**src/rtl/hpq_pkg.sv**
```systemverilog
// Shared constants, state/command encodings and control structs for the
// max-heap priority queue. No dependencies.
`default_nettype none

package hpq_pkg;

  localparam int CAPACITY    = 128;
  localparam int VALUE_WIDTH = 32;
  localparam int ADDR_W      = $clog2(CAPACITY);
  localparam int CNT_W       = $clog2(CAPACITY + 1);
  // child index of the deepest slot needs one bit above the address and one for the right child
  localparam int CHILD_W     = ADDR_W + 2;

  localparam logic [VALUE_WIDTH-1:0] NEG_ONE = '1;

  typedef enum logic [3:0] {
    ST_IDLE,
    ST_DECODE,
    ST_POP_RD,
    ST_POP_LD,
    ST_UP_RD,
    ST_UP_CMP,
    ST_DN_RD,
    ST_DN_CMP,
    ST_DONE
  } state_t;

  typedef enum logic [3:0] {
    OP_NONE,
    OP_LATCH,
    OP_INS_START,
    OP_OVER,
    OP_UNDER,
    OP_POP_RD,
    OP_POP_LD,
    OP_UP_RD,
    OP_UP_CMP,
    OP_DN_RD,
    OP_DN_CMP
  } op_t;

  typedef struct packed {
    op_t  op;
    logic load_out;
  } cmd_t;

  typedef struct packed {
    logic is_pop;
    logic full;
    logic empty;
    logic at_root;
    logic up_move;
    logic last_one;
    logic leaf;
    logic dn_stay;
    logic out_free;
  } status_t;

endpackage

`default_nettype wire

```
**src/rtl/hpq_ctrl.sv**
```systemverilog
// Sequencer for insert (sift up) and pop (sift down) requests.
// Depends on hpq_pkg; drives commands into hpq_dp.
`default_nettype none

module hpq_ctrl
  import hpq_pkg::*;
(
  input  wire logic    clk,
  input  wire logic    rst_n,
  input  wire logic    in_valid,
  output logic         in_stall,
  input  wire status_t sts,
  output cmd_t         cmd
);

  state_t state_r, state_nxt;

  always_ff @(posedge clk) begin
    if (!rst_n) begin
      state_r <= ST_IDLE;
    end else begin
      state_r <= state_nxt;
    end
  end

  always_comb begin
    state_nxt    = state_r;
    cmd.op       = OP_NONE;
    cmd.load_out = 1'b0;
    in_stall     = (state_r != ST_IDLE);
    unique case (state_r)
      ST_IDLE: begin
        if (in_valid) begin
          cmd.op    = OP_LATCH;
          state_nxt = ST_DECODE;
        end
      end
      ST_DECODE: begin
        priority if (sts.is_pop && sts.empty) begin
          cmd.op    = OP_UNDER;
          state_nxt = ST_DONE;
        end else if (sts.is_pop) begin
          state_nxt = ST_POP_RD;
        end else if (sts.full) begin
          cmd.op    = OP_OVER;
          state_nxt = ST_DONE;
        end else begin
          cmd.op    = OP_INS_START;
          state_nxt = ST_UP_RD;
        end
      end
      ST_POP_RD: begin
        cmd.op    = OP_POP_RD;
        state_nxt = ST_POP_LD;
      end
      ST_POP_LD: begin
        cmd.op    = OP_POP_LD;
        state_nxt = sts.last_one ? ST_DONE : ST_DN_RD;
      end
      ST_UP_RD: begin
        cmd.op    = OP_UP_RD;
        state_nxt = sts.at_root ? ST_DONE : ST_UP_CMP;
      end
      ST_UP_CMP: begin
        cmd.op    = OP_UP_CMP;
        state_nxt = sts.up_move ? ST_UP_RD : ST_DONE;
      end
      ST_DN_RD: begin
        cmd.op    = OP_DN_RD;
        state_nxt = sts.leaf ? ST_DONE : ST_DN_CMP;
      end
      ST_DN_CMP: begin
        cmd.op    = OP_DN_CMP;
        state_nxt = sts.dn_stay ? ST_DONE : ST_DN_RD;
      end
      ST_DONE: begin
        // wait for the output register to free up
        if (sts.out_free) begin
          cmd.load_out = 1'b1;
          state_nxt    = ST_IDLE;
        end
      end
      default: begin
        state_nxt = ST_IDLE;
      end
    endcase
  end

endmodule

`default_nettype wire

```
**config.mk**
```make
export PLATFORM = sky130hd
export DESIGN_NAME = hpq_ctrl
export DESIGN_NICKNAME = d
export VERILOG_FILES = /design/src/rtl/hpq_pkg.sv /design/src/rtl/hpq_ctrl.sv
export SDC_FILE = /design/constraint.sdc
export NUM_CORES = 1
export LEC_CHECK = 0
export BUFFER_PORTS_ARGS = -buffer_cell sky130_fd_sc_hd__buf_2
export CELL_PAD_IN_SITES_DETAIL_PLACEMENT = 1
export CELL_PAD_IN_SITES_GLOBAL_PLACEMENT = 1
export CORE_MARGIN = 5
export CORE_UTILIZATION = 28
export CTS_CLUSTER_SIZE = 40
export DETAILED_ROUTE_END_ITERATION = 6
export PLACE_DENSITY_LB_ADDON = 0.1
export SYNTH_ARGS = -nofsm -noshare
export SYNTH_HDL_FRONTEND = slang
export SYNTH_SLANG_ARGS = --single-unit
```
**constraint.sdc**
```tcl
create_clock -name clk -period 1.7 [get_ports clk]
set_input_delay 0.17 -clock clk [delete_from_list [all_inputs] [get_ports clk]]
set_output_delay 0.17 -clock clk [all_outputs]
set_load 0.03 [all_outputs]
```
==> results of run 1 <==
[cell families after synthesis]
family | share of synthesized area [%]
mux | 7.77
flops | 20.7
simple gates | 40.8
compound gates | 24.6
buf+inv | 6.15
[area by class of cell]
class,count,area (um2),share of cell area (%)
multi-input cells,46,288,49.9
repair buffers,26,158,27.3
flip-flops and latches,4,82.6,14.3
clock buffers,3,22.5,3.90
well taps,15,18.8,3.25
inverters,2,7.51,1.30
[worst reg2reg max path, cell delays in order (launching register included)]
cell and delay [ns]:
dfxtp_2 0.31, or4b_4 0.55, or2_1 0.24, buf_4 0.13, o311a_1 0.11, a31oi_1 0.16
[through the flow]
step	hold slack [ns]	setup WS (ns)	TNS (ns)	std cells	util, %
2_1_floorplan	0.302	0.0264	0	56	-
3_3_place_gp	0.419	0.168	0	90	39.9
3_5_place_dp	0.427	0.141	0	90	39.9
4_1_cts	0.194	-0.0276	-0.0276	96	44.0
5_1_grt	0.204	-0.0996	-0.184	96	44.3
6_report	0.188	-0.0334	-0.0334	96	44.3
[routing by layer]
metal	vias to the layer above	part of all wire (%)	wire [um]	track usage, %
met1	234	44	564	15.7
met5	-	0	0	0
met4	0	0	0	3.31
li1	255	-	-	-
met3	0	4.0	51	1.15
met2	11	52	670	24.7
[Yosys cell counts]
master / count / area [um2]
a211o_1: 1 / 8.76
nor2_1: 10 / 37.5
nor2b_1: 2 / 12.5
or4b_4: 1 / 13.8
or2_1: 1 / 6.26
o21ai_0: 3 / 15.0
a21o_1: 2 / 15.0
a31oi_1: 1 / 6.26
nand2_1: 5 / 18.8
a21oi_1: 3 / 15.0
and4b_1: 1 / 10.0
dfxtp_1: 4 / 80.1
nor4_1: 1 / 6.26
a221oi_1: 1 / 8.76
mux2i_1: 3 / 30.0
inv_1: 2 / 7.51
o311a_1: 1 / 10.0
buf_2: 1 / 5.00
nor3_1: 2 / 10.0
o31ai_1: 1 / 7.51
nand3_1: 1 / 5.00
or3_1: 1 / 6.26
nor3b_1: 1 / 7.51
a2bb2oi_1: 1 / 8.76
nor4bb_1: 1 / 10.0
nand2b_1: 1 / 6.26
clkbuf_1: 3 / 11.3
nand3b_1: 1 / 7.51
[worst paths after layout]
check / cells after the start / slack (ns) / end / start
max: 4 / -0.03 / cmd[3] / state_r[3]$_SDFFE_PN0P_
min reg2reg: 2 / 0.56 / state_r[0]$_SDFFE_PN0P_ / state_r[0]$_SDFFE_PN0P_
max reg2reg: 5 / 0.12 / state_r[3]$_SDFFE_PN0P_ / state_r[3]$_SDFFE_PN0P_
min: 3 / 0.19 / state_r[3]$_SDFFE_PN0P_ / rst_n
[power by group through the flow]
stage | combinational [W] | clock [W] | sequential (W)
2_1_floorplan | 0.000105 | 0 | 0.000106
3_3_place_gp | 0.000163 | 0 | 0.000107
3_5_place_dp | 0.000164 | 0 | 0.000107
4_1_cts | 0.000178 | 0.000114 | 0.000107
5_1_grt | 0.000194 | 0.000117 | 0.000108
6_report | 0.000177 | 0.000110 | 0.000107
[repair_timing]
item / CTS / global route
endpoints found under the setup margin: 3 / 2
buffers inserted: 3 / 0
gates resized for setup: 5 / 2
pin swaps: 3 / 0
hold buffers: 0 / 0
==> metrics.csv, run 1 <==
metric;value;unit
area of the die;2220;um2
highest clock rate;577;MHz
Clock Sinks;4;
first-pass GRT wire length;2080;um
total power;0.000394;W
total CTS buffers;3;
Max Cap Viol;0;
Routed Antenna Nets;0;
PnR worst setup slack;-0.0334;ns
vias after detailed routing;500;
type of the worst setup path;reg2out;
crit path max fanout;3;
Logic pwr share;44.9;%
Cells after Synth;56;
PD cells;684;nW/um2
Top Family by Delay on Critical Path;simple AND/OR/NAND/NOR gates;
Chip Width;47.2;um
Largest register FFs;4;
Required @ worst endpoint;1.53;ns
die height;47.2;um
Detailed Route WL;1290;um
Core Area;1300;um2
final period utilization;102;%
Tot GR Track Use;13.1;%
Worst Path Arrival;1.56;ns
drt first pass iters;2;
antenna cells;0;
placed cell areas;519;um2
Hold WC Path Type;in2reg;
Hold Vio Cnt, Final;0;
Worst slew margin;80.0;%
fin crit period;1.73;ns
FF+latch count, synth;4;
H-tree depth;1;
violated checks;negative setup slack;
synth warn;0;
outcome;finished, violations left;
Biggest register;state_r;
clock share of power;27.8;%
clk_skew;0.00328;ns
RSZ-0062 raised after global routing;yes;
Slew Viols, Final;0;
Post-DP HPWL;1070;um
Int Pwr;0.000258;W
root buf cell;clkbuf_4;
Bufs and invs on worst path;1;
CTS tree;yes;
drt initial violations;2;
Via density;5.21;
crit path capture type;primary output;
worst slew pin tran;0.297;ns
total gr overflow;0;
largest net degree at the start of global routing;14;
vias in the first global route;501;
ratio of cells with drive above 1 in the final layout;42.0;%
Final Setup Violations;1;
area delta synth->final;49.2;%
Sw Share;34.5;%
crit-path cells;or4b_4, or2_1, o21ai_1, buf_4;
Leakage;0.277;nW
clock latency on the worst-skew pair;0.22;ns
clock tree buffer depth;2;
Core Rows;13;
Unique masters post-synth;28;
commonest non-fill, non-tap cell in the layout;buf_2;
CP max stage delay;0.55;ns
Post-Syn Area;387;um2
CP Launch Type;flip-flop;
Final GP Congestion;0.761;
switching power;0.000136;W
synthesized area per cell;6.90;um2
sequential power share;27.2;%
WL per Instance;13.4;um
top flop regs;state_r: 4 flops;
Mapped Nets;68;
# DRC;0;
cell area after layout;577;um2
starting density of the core;29.7;%
Worst-path clk slew;0.03;ns
most frequent cells in the layout;15 x buf_2, 11 x buf_4, 8 x nor2_1;
IO Port Bufs;17;
fillers;177;
Slowest cell on crit path;or4b_4;
Seq/Total Area, Yosys;20.7;%
fin nets;95;
io pins;18;
initial antenna violation count;0;
Max VDD drop;0.248;mV
No activity file was read; power rests on OpenSTA's default activity.
==> run 2, diff against run 1 <==
==> constraint.sdc (replaced) <==
create_clock -name clk -period 1.7 [get_ports clk]
set_input_delay 0.425 -clock clk [delete_from_list [all_inputs] [get_ports clk]]
set_output_delay 0.425 -clock clk [all_outputs]
set_load 0.03 [all_outputs]
==> run 2 against run 1 <==
The run still ends with negative setup slack left. Sequential share of layout area decreased by 2.1 points. Die area unchanged. Global-route usage increased by 1.5 points. Combinational power increased by 23%. Setup slack got worse by 0.25 ns. Clock skew decreased by 0.0017 ns. Via count increased by 4.2%. Sequential power about the same. Core utilization increased by 5.9 points. Cell area increased by 13%. Final cell count increased by 5.2%. Clock-buffer cell count unchanged.
==> metrics.csv, run 2 (synthesis results as in run 1) <==
metric;value;unit;change
drt first pass iters;3;;+1
violated checks;negative setup slack;;
clock tree buffer depth;2;;unchanged
worst slew pin tran;0.266;ns;-0.0309 ns
vias after detailed routing;521;;+4.2%
Via density;5.16;;-0.96%
antenna cells;0;;unchanged
Post-CTS Hold Fix Bufs;0;;unchanged
crit path max fanout;3;;unchanged
CTS tree;yes;;
area delta synth->final;68.9;%;
PnR worst setup slack;-0.278;ns;-0.245 ns
Hold Vio Cnt, Final;0;;unchanged
first-pass GRT wire length;2280;um;+9.6%
most frequent cells in the layout;14 x buf_4, 13 x buf_2, 7 x nor2_1;;
type of the worst setup path;reg2out;;
Slew Viols, Final;0;;unchanged
Leakage;0.314;nW;+13%
# DRC;0;;unchanged
placed cell areas;536;um2;+3.1%
WL per Instance;13.8;um;+3.0%
total CTS buffers;3;;unchanged
Post-DP HPWL;1020;um;-5.0%
fin nets;100;;+5.3%
fin crit period;1.98;ns;+0.245 ns
Detailed Route WL;1390;um;+8.4%
outcome;finished, violations left;;
Worst Path Arrival;1.55;ns;about the same
Chip Width;47.2;um;unchanged
Max Cap Viol;0;;unchanged
commonest non-fill, non-tap cell in the layout;buf_4;;
worst reg-to-reg setup slack;0.19;ns;+0.07 ns
Placement Setup Slack;-0.0851;ns;-0.226 ns
H-tree depth;1;;unchanged
Core Rows;13;;unchanged
Final GP Congestion;0.685;;-10%
io pins;18;;unchanged
clk_skew;0.00162;ns;-0.00166 ns
Placed Cells;91;;+1.1%
cell area after layout;653;um2;+13%
Core Area;1300;um2;unchanged
Worst-path clk slew;0.03;ns;about the same
Required @ worst endpoint;1.27;ns;-0.26 ns
total power;0.000433;W;+9.8%
top flop regs;state_r: 4 flops;;
Worst slew margin;82.1;%;+2.1 points
largest net degree at the start of global routing;14;;unchanged
Max VDD drop;0.295;mV;+19%
Final Setup Violations;2;;+1
RSZ-0062 raised after global routing;yes;;
Clock Sinks;4;;unchanged
multi-input logic area;309;um2;+7.4%
Reg area;80.1;um2;-3.0%
initial antenna violation count;0;;unchanged
fillers;173;;-2.3%
final period utilization;116;%;+14 points
ratio of cells with drive above 1 in the final layout;48.8;%;+6.9 points
vias in the first global route;517;;+3.2%
die height;47.2;um;unchanged
Tot GR Track Use;14.7;%;+1.5 points
highest clock rate;505;MHz;-12%
area of the die;2220;um2;unchanged
Biggest register;state_r;;
root buf cell;clkbuf_4;;
drt initial violations;2;;unchanged
crit path capture type;primary output;;
Largest register FFs;4;;unchanged
worst hold slack;0.465;ns;+0.277 ns
CP Launch Type;flip-flop;;
Routed Antenna Nets;0;;unchanged
total gr overflow;0;;unchanged
clock latency on the worst-skew pair;0.23;ns;about the same
Finished Layout Cells;101;;+5.2%
starting density of the core;29.7;%;unchanged
IO Port Bufs;17;;unchanged
PD cells;663;nW/um2;-3.1%
Hold WC Path Type;in2reg;;
[run 2: cell count changes in the layout (fill, tap and decap cells not counted), moves of 2 or more]
cell and delta:
buf_2 -2, buf_4 +3, buf_6 +4, dfxtp_1 +2, dfxtp_2 -2
[run 2: routing by layer]
| metal | vias up | part of all wire (%) | GRT usage, % |
|---|---|---|---|
| met4 | 0 | 0 | 3.87 |
| met3 | 0 | 4.1 | 3.45 |
| li1 | 265 | - | - |
| met1 | 244 | 45 | 18.7 |
| met5 | - | 0 | 0 |
| met2 | 12 | 51 | 24.7 |
[run 2: stage by stage]
stage                     setup TNS, ns  util [%]
after global placement          -0.0915      41.2
after global routing             -0.635      50.2
final                            -0.524      50.2
after CTS                        -0.520      45.4
after floorplan                       0         -
after detailed placement         -0.112      41.2
[run 2: worst paths after layout]
path | from | end | cells after the start
max | state_r[2]$_SDFFE_PN0P_ | cmd[3] | 4
min | rst_n | state_r[3]$_SDFFE_PN0P_ | 3
max reg2reg | state_r[2]$_SDFFE_PN0P_ | state_r[3]$_SDFFE_PN0P_ | 6
min reg2reg | state_r[3]$_SDFFE_PN0P_ | state_r[0]$_SDFFE_PN0P_ | 2
[run 2: repair_timing]
item | CTS | global route
buffers inserted | 1 | 6
pin swaps | 4 | 0
resized for setup | 8 | 7
setup endpoints to repair | 6 | 6
cloned | 0 | 0
[run 2: layout make-up]
class	count	share of cell area, %
clock buffer	3	3.45
inverter	2	1.15
multi-input combinational	46	47.3
sequential	4	12.3
tap	15	2.87
timing repair buffer	31	33.0
[run 2: worst max-delay path, stage by stage, from the launching register on]
cell and delay [ns]:
dfxtp_1 0.32, or4b_4 0.55, or2_4 0.26, o21ai_2 0.06, buf_6 0.14
[run 2: power by group]
part | leakage (nW) | switching [W] | internal, W
clock network | 0.0138 | 0.0000316 | 0.0000785
logic | 0.267 | 0.000114 | 0.000104
registers | 0.0326 | 0.00000373 | 0.000101
total | 0.314 | 0.000149 | 0.000283
==> run 3, diff against run 2 <==
--- a/config.mk
+++ b/config.mk
@@ -12,7 +12,8 @@
 export CORE_UTILIZATION = 28
 export CTS_CLUSTER_SIZE = 40
 export DETAILED_ROUTE_END_ITERATION = 6
-export PLACE_DENSITY_LB_ADDON = 0.1
+export MAX_ROUTING_LAYER = met4
+export PLACE_DENSITY = 0.69
 export SYNTH_ARGS = -nofsm -noshare
 export SYNTH_HDL_FRONTEND = slang
 export SYNTH_SLANG_ARGS = --single-unit
==> run 3 against run 2 <==
The run still ends with negative setup slack left. Global-route usage decreased by 0.25 points. Clock power rose by 10%. Sequential share of layout area grew 1.0 points. Combinational power shrank 8%. Sequential cell count is the same. Register-to-register slack got worse by 0.07 ns. Final cell count down 5.0%. Critical endpoint unchanged. Worst hold slack got worse by 0.035 ns. Maximum frequency up 0.15%. Non-clock buffer count decreased by 5.
==> metrics.csv, run 3 (synthesis results as in run 1) <==
metric;value;unit;change
multi-input logic area;307;um2;-0.81%
cell area after layout;613;um2;-6.1%
Largest register FFs;4;;unchanged
Slew Viols, Final;0;;unchanged
Final Setup Violations;2;;unchanged
Required @ worst endpoint;1.27;ns;about the same
antenna cells;0;;unchanged
die height;47.2;um;unchanged
Top Family by Delay on Critical Path;simple AND/OR/NAND/NOR gates;;
Worst Path Arrival;1.55;ns;about the same
final period utilization;116;%;-0.17 points
Post-CTS Hold Fix Bufs;0;;unchanged
root buf cell;clkbuf_4;;
Chip Width;47.2;um;unchanged
CTS tree;yes;;
Clock Sinks;4;;unchanged
clock latency on the worst-skew pair;0.24;ns;about the same
Leakage;0.289;nW;-7.9%
Slowest cell on crit path;or4b_4;;
outcome;finished, violations left;;
type of the worst setup path;reg2out;;
Worst-path clk slew;0.04;ns;about the same
Hold WC Path Type;in2reg;;
commonest non-fill, non-tap cell in the layout;buf_2;;
fin crit period;1.98;ns;-0.00288 ns
H-tree depth;1;;unchanged
Worst slew margin;82.2;%;about the same
Max VDD drop;0.682;mV;+130%
placed cell areas;520;um2;-2.8%
area delta synth->final;58.6;%;
crit path capture type;primary output;;
worst hold slack;0.430;ns;-0.0351 ns
ratio of cells with drive above 1 in the final layout;45.7;%;-3.2 points
total CTS buffers;3;;unchanged
total power;0.000427;W;-1.3%
worst reg-to-reg path cell count;5;;-1
violated checks;negative setup slack;;
Max Cap Viol;0;;unchanged
top flop regs;state_r: 4 flops;;
IO Port Bufs;17;;unchanged
total gr overflow;0;;unchanged
WL per Instance;14.5;um;+5.1%
Biggest register;state_r;;
worst reg-to-reg setup slack;0.12;ns;-0.07 ns
clk_skew;0.00760;ns;+0.00598 ns
fin nets;95;;-5.0%
PD cells;697;nW/um2;+5.1%
Post-DP HPWL;948;um;-6.7%
Worst setup endpoint;cmd[3];;
area of the die;2220;um2;unchanged
Tot GR Track Use;14.4;%;-0.25 points
reg-to-reg endpoint;state_r[3]$_SDFFE_PN0P_;;
final setup TNS;-0.532;ns;-0.00789 ns
drt first pass iters;2;;-1
most frequent cells in the layout;12 x buf_2, 11 x buf_4, 8 x nor2_1;;
CP Launch Type;flip-flop;;
RSZ-0062 raised after global routing;yes;;
vias after detailed routing;497;;-4.6%
Bufs and invs on worst path;1;;unchanged
fillers;169;;-2.3%
Core Area;1300;um2;unchanged
Reg area;81.3;um2;+1.6%
Crit. path cell count;4;;unchanged
Final GP Congestion;0.755;;+10%
CP startpoint;state_r[3]$_SDFFE_PN0P_;;
Routed Antenna Nets;0;;unchanged
drt initial violations;4;;+2
largest net degree at the start of global routing;14;;unchanged
worst slew pin tran;0.267;ns;+0.000903 ns
starting density of the core;29.7;%;unchanged
# DRC;0;;unchanged
CP max stage delay;0.54;ns;about the same
final design utilization;47.1;%;-3.1 points
Core Rows;13;;unchanged
Via density;5.18;;+0.36%
highest clock rate;506;MHz;+0.15%
io pins;18;;unchanged
PnR worst setup slack;-0.276;ns;+0.00288 ns
crit path max fanout;3;;unchanged
vias in the first global route;481;;-7.0%
crit-path cells;or4b_4, or2_4, o21ai_2, buf_6;;
Detailed Route WL;1390;um;-0.14%
first-pass GRT wire length;2120;um;-7.2%
clock tree buffer depth;2;;unchanged
Hold Vio Cnt, Final;0;;unchanged
worst r2r src;state_r[3]$_SDFFE_PN0P_;;
initial antenna violation count;0;;unchanged
run 3: changes by cell type in the layout (fill, tap and decap cells not counted):
| cell | before | now |
|---|---|---|
| nor2_1 | 7 | 8 |
| buf_2 | 13 | 12 |
| buf_4 | 14 | 11 |
| nor2_2 | 2 | 1 |
| dfxtp_1 | 4 | 3 |
| buf_6 | 4 | 3 |
| dfxtp_2 | 0 | 1 |
run 3: power by group:
group          leakage [nW]  switching, W  internal (W)
clock network        0.0138     0.0000423     0.0000792
registers            0.0330    0.00000433      0.000101
logic                 0.242      0.000109     0.0000910
total                 0.289      0.000156      0.000271
run 3: cell type report:
type	instances	share of cell area (%)
multi-input combinational	46	50.0
tap	15	3.06
clock buffer	3	3.67
timing repair buffer	26	28.8
sequential	4	13.3
inverter	2	1.22
run 3: layer usage:
layer  share of wire, %  vias to the layer above  global-route usage, %
met1                 46                      229                   17.8
li1                   -                      254                      -
met4               0.65                        0                   3.87
met2                 47                       12                   21.1
met5                  0                        -                      -
met3                5.7                        2                   6.51
run 3: repair_timing:
action	CTS	global route
resized for setup	10	4
pin swaps	3	0
endpoints found under the setup margin	5	5
buffers inserted	1	3
run 3: worst min-delay path by stage:
stage | from | to | slack, ns | cells past startpoint
after global routing | rst_n | state_r[3]$_SDFFE_PN0P_ | 0.44 | 3
after CTS | rst_n | state_r[3]$_SDFFE_PN0P_ | 0.43 | 3
after floorplan | rst_n | state_r[3]$_SDFFE_PN0P_ | 0.56 | 2
after detailed placement | state_r[3]$_SDFFE_PN0P_ | state_r[0]$_SDFFE_PN0P_ | 0.61 | 2
after global placement | state_r[3]$_SDFFE_PN0P_ | state_r[0]$_SDFFE_PN0P_ | 0.61 | 2
final | rst_n | state_r[3]$_SDFFE_PN0P_ | 0.43 | 3
run 3: tightest hold or removal path, delay by kind of cell:
kind / cells / cell delay, ns
compound gates: 1 / 0.04
buf+inv: 2 / 0.16
run 3: through the flow:
stage	setup WS (ns)	instances
after floorplan	0.0109	56
after global placement	-0.0651	89
after detailed placement	-0.0833	89
after CTS	-0.284	93
after global routing	-0.337	96
final	-0.276	96
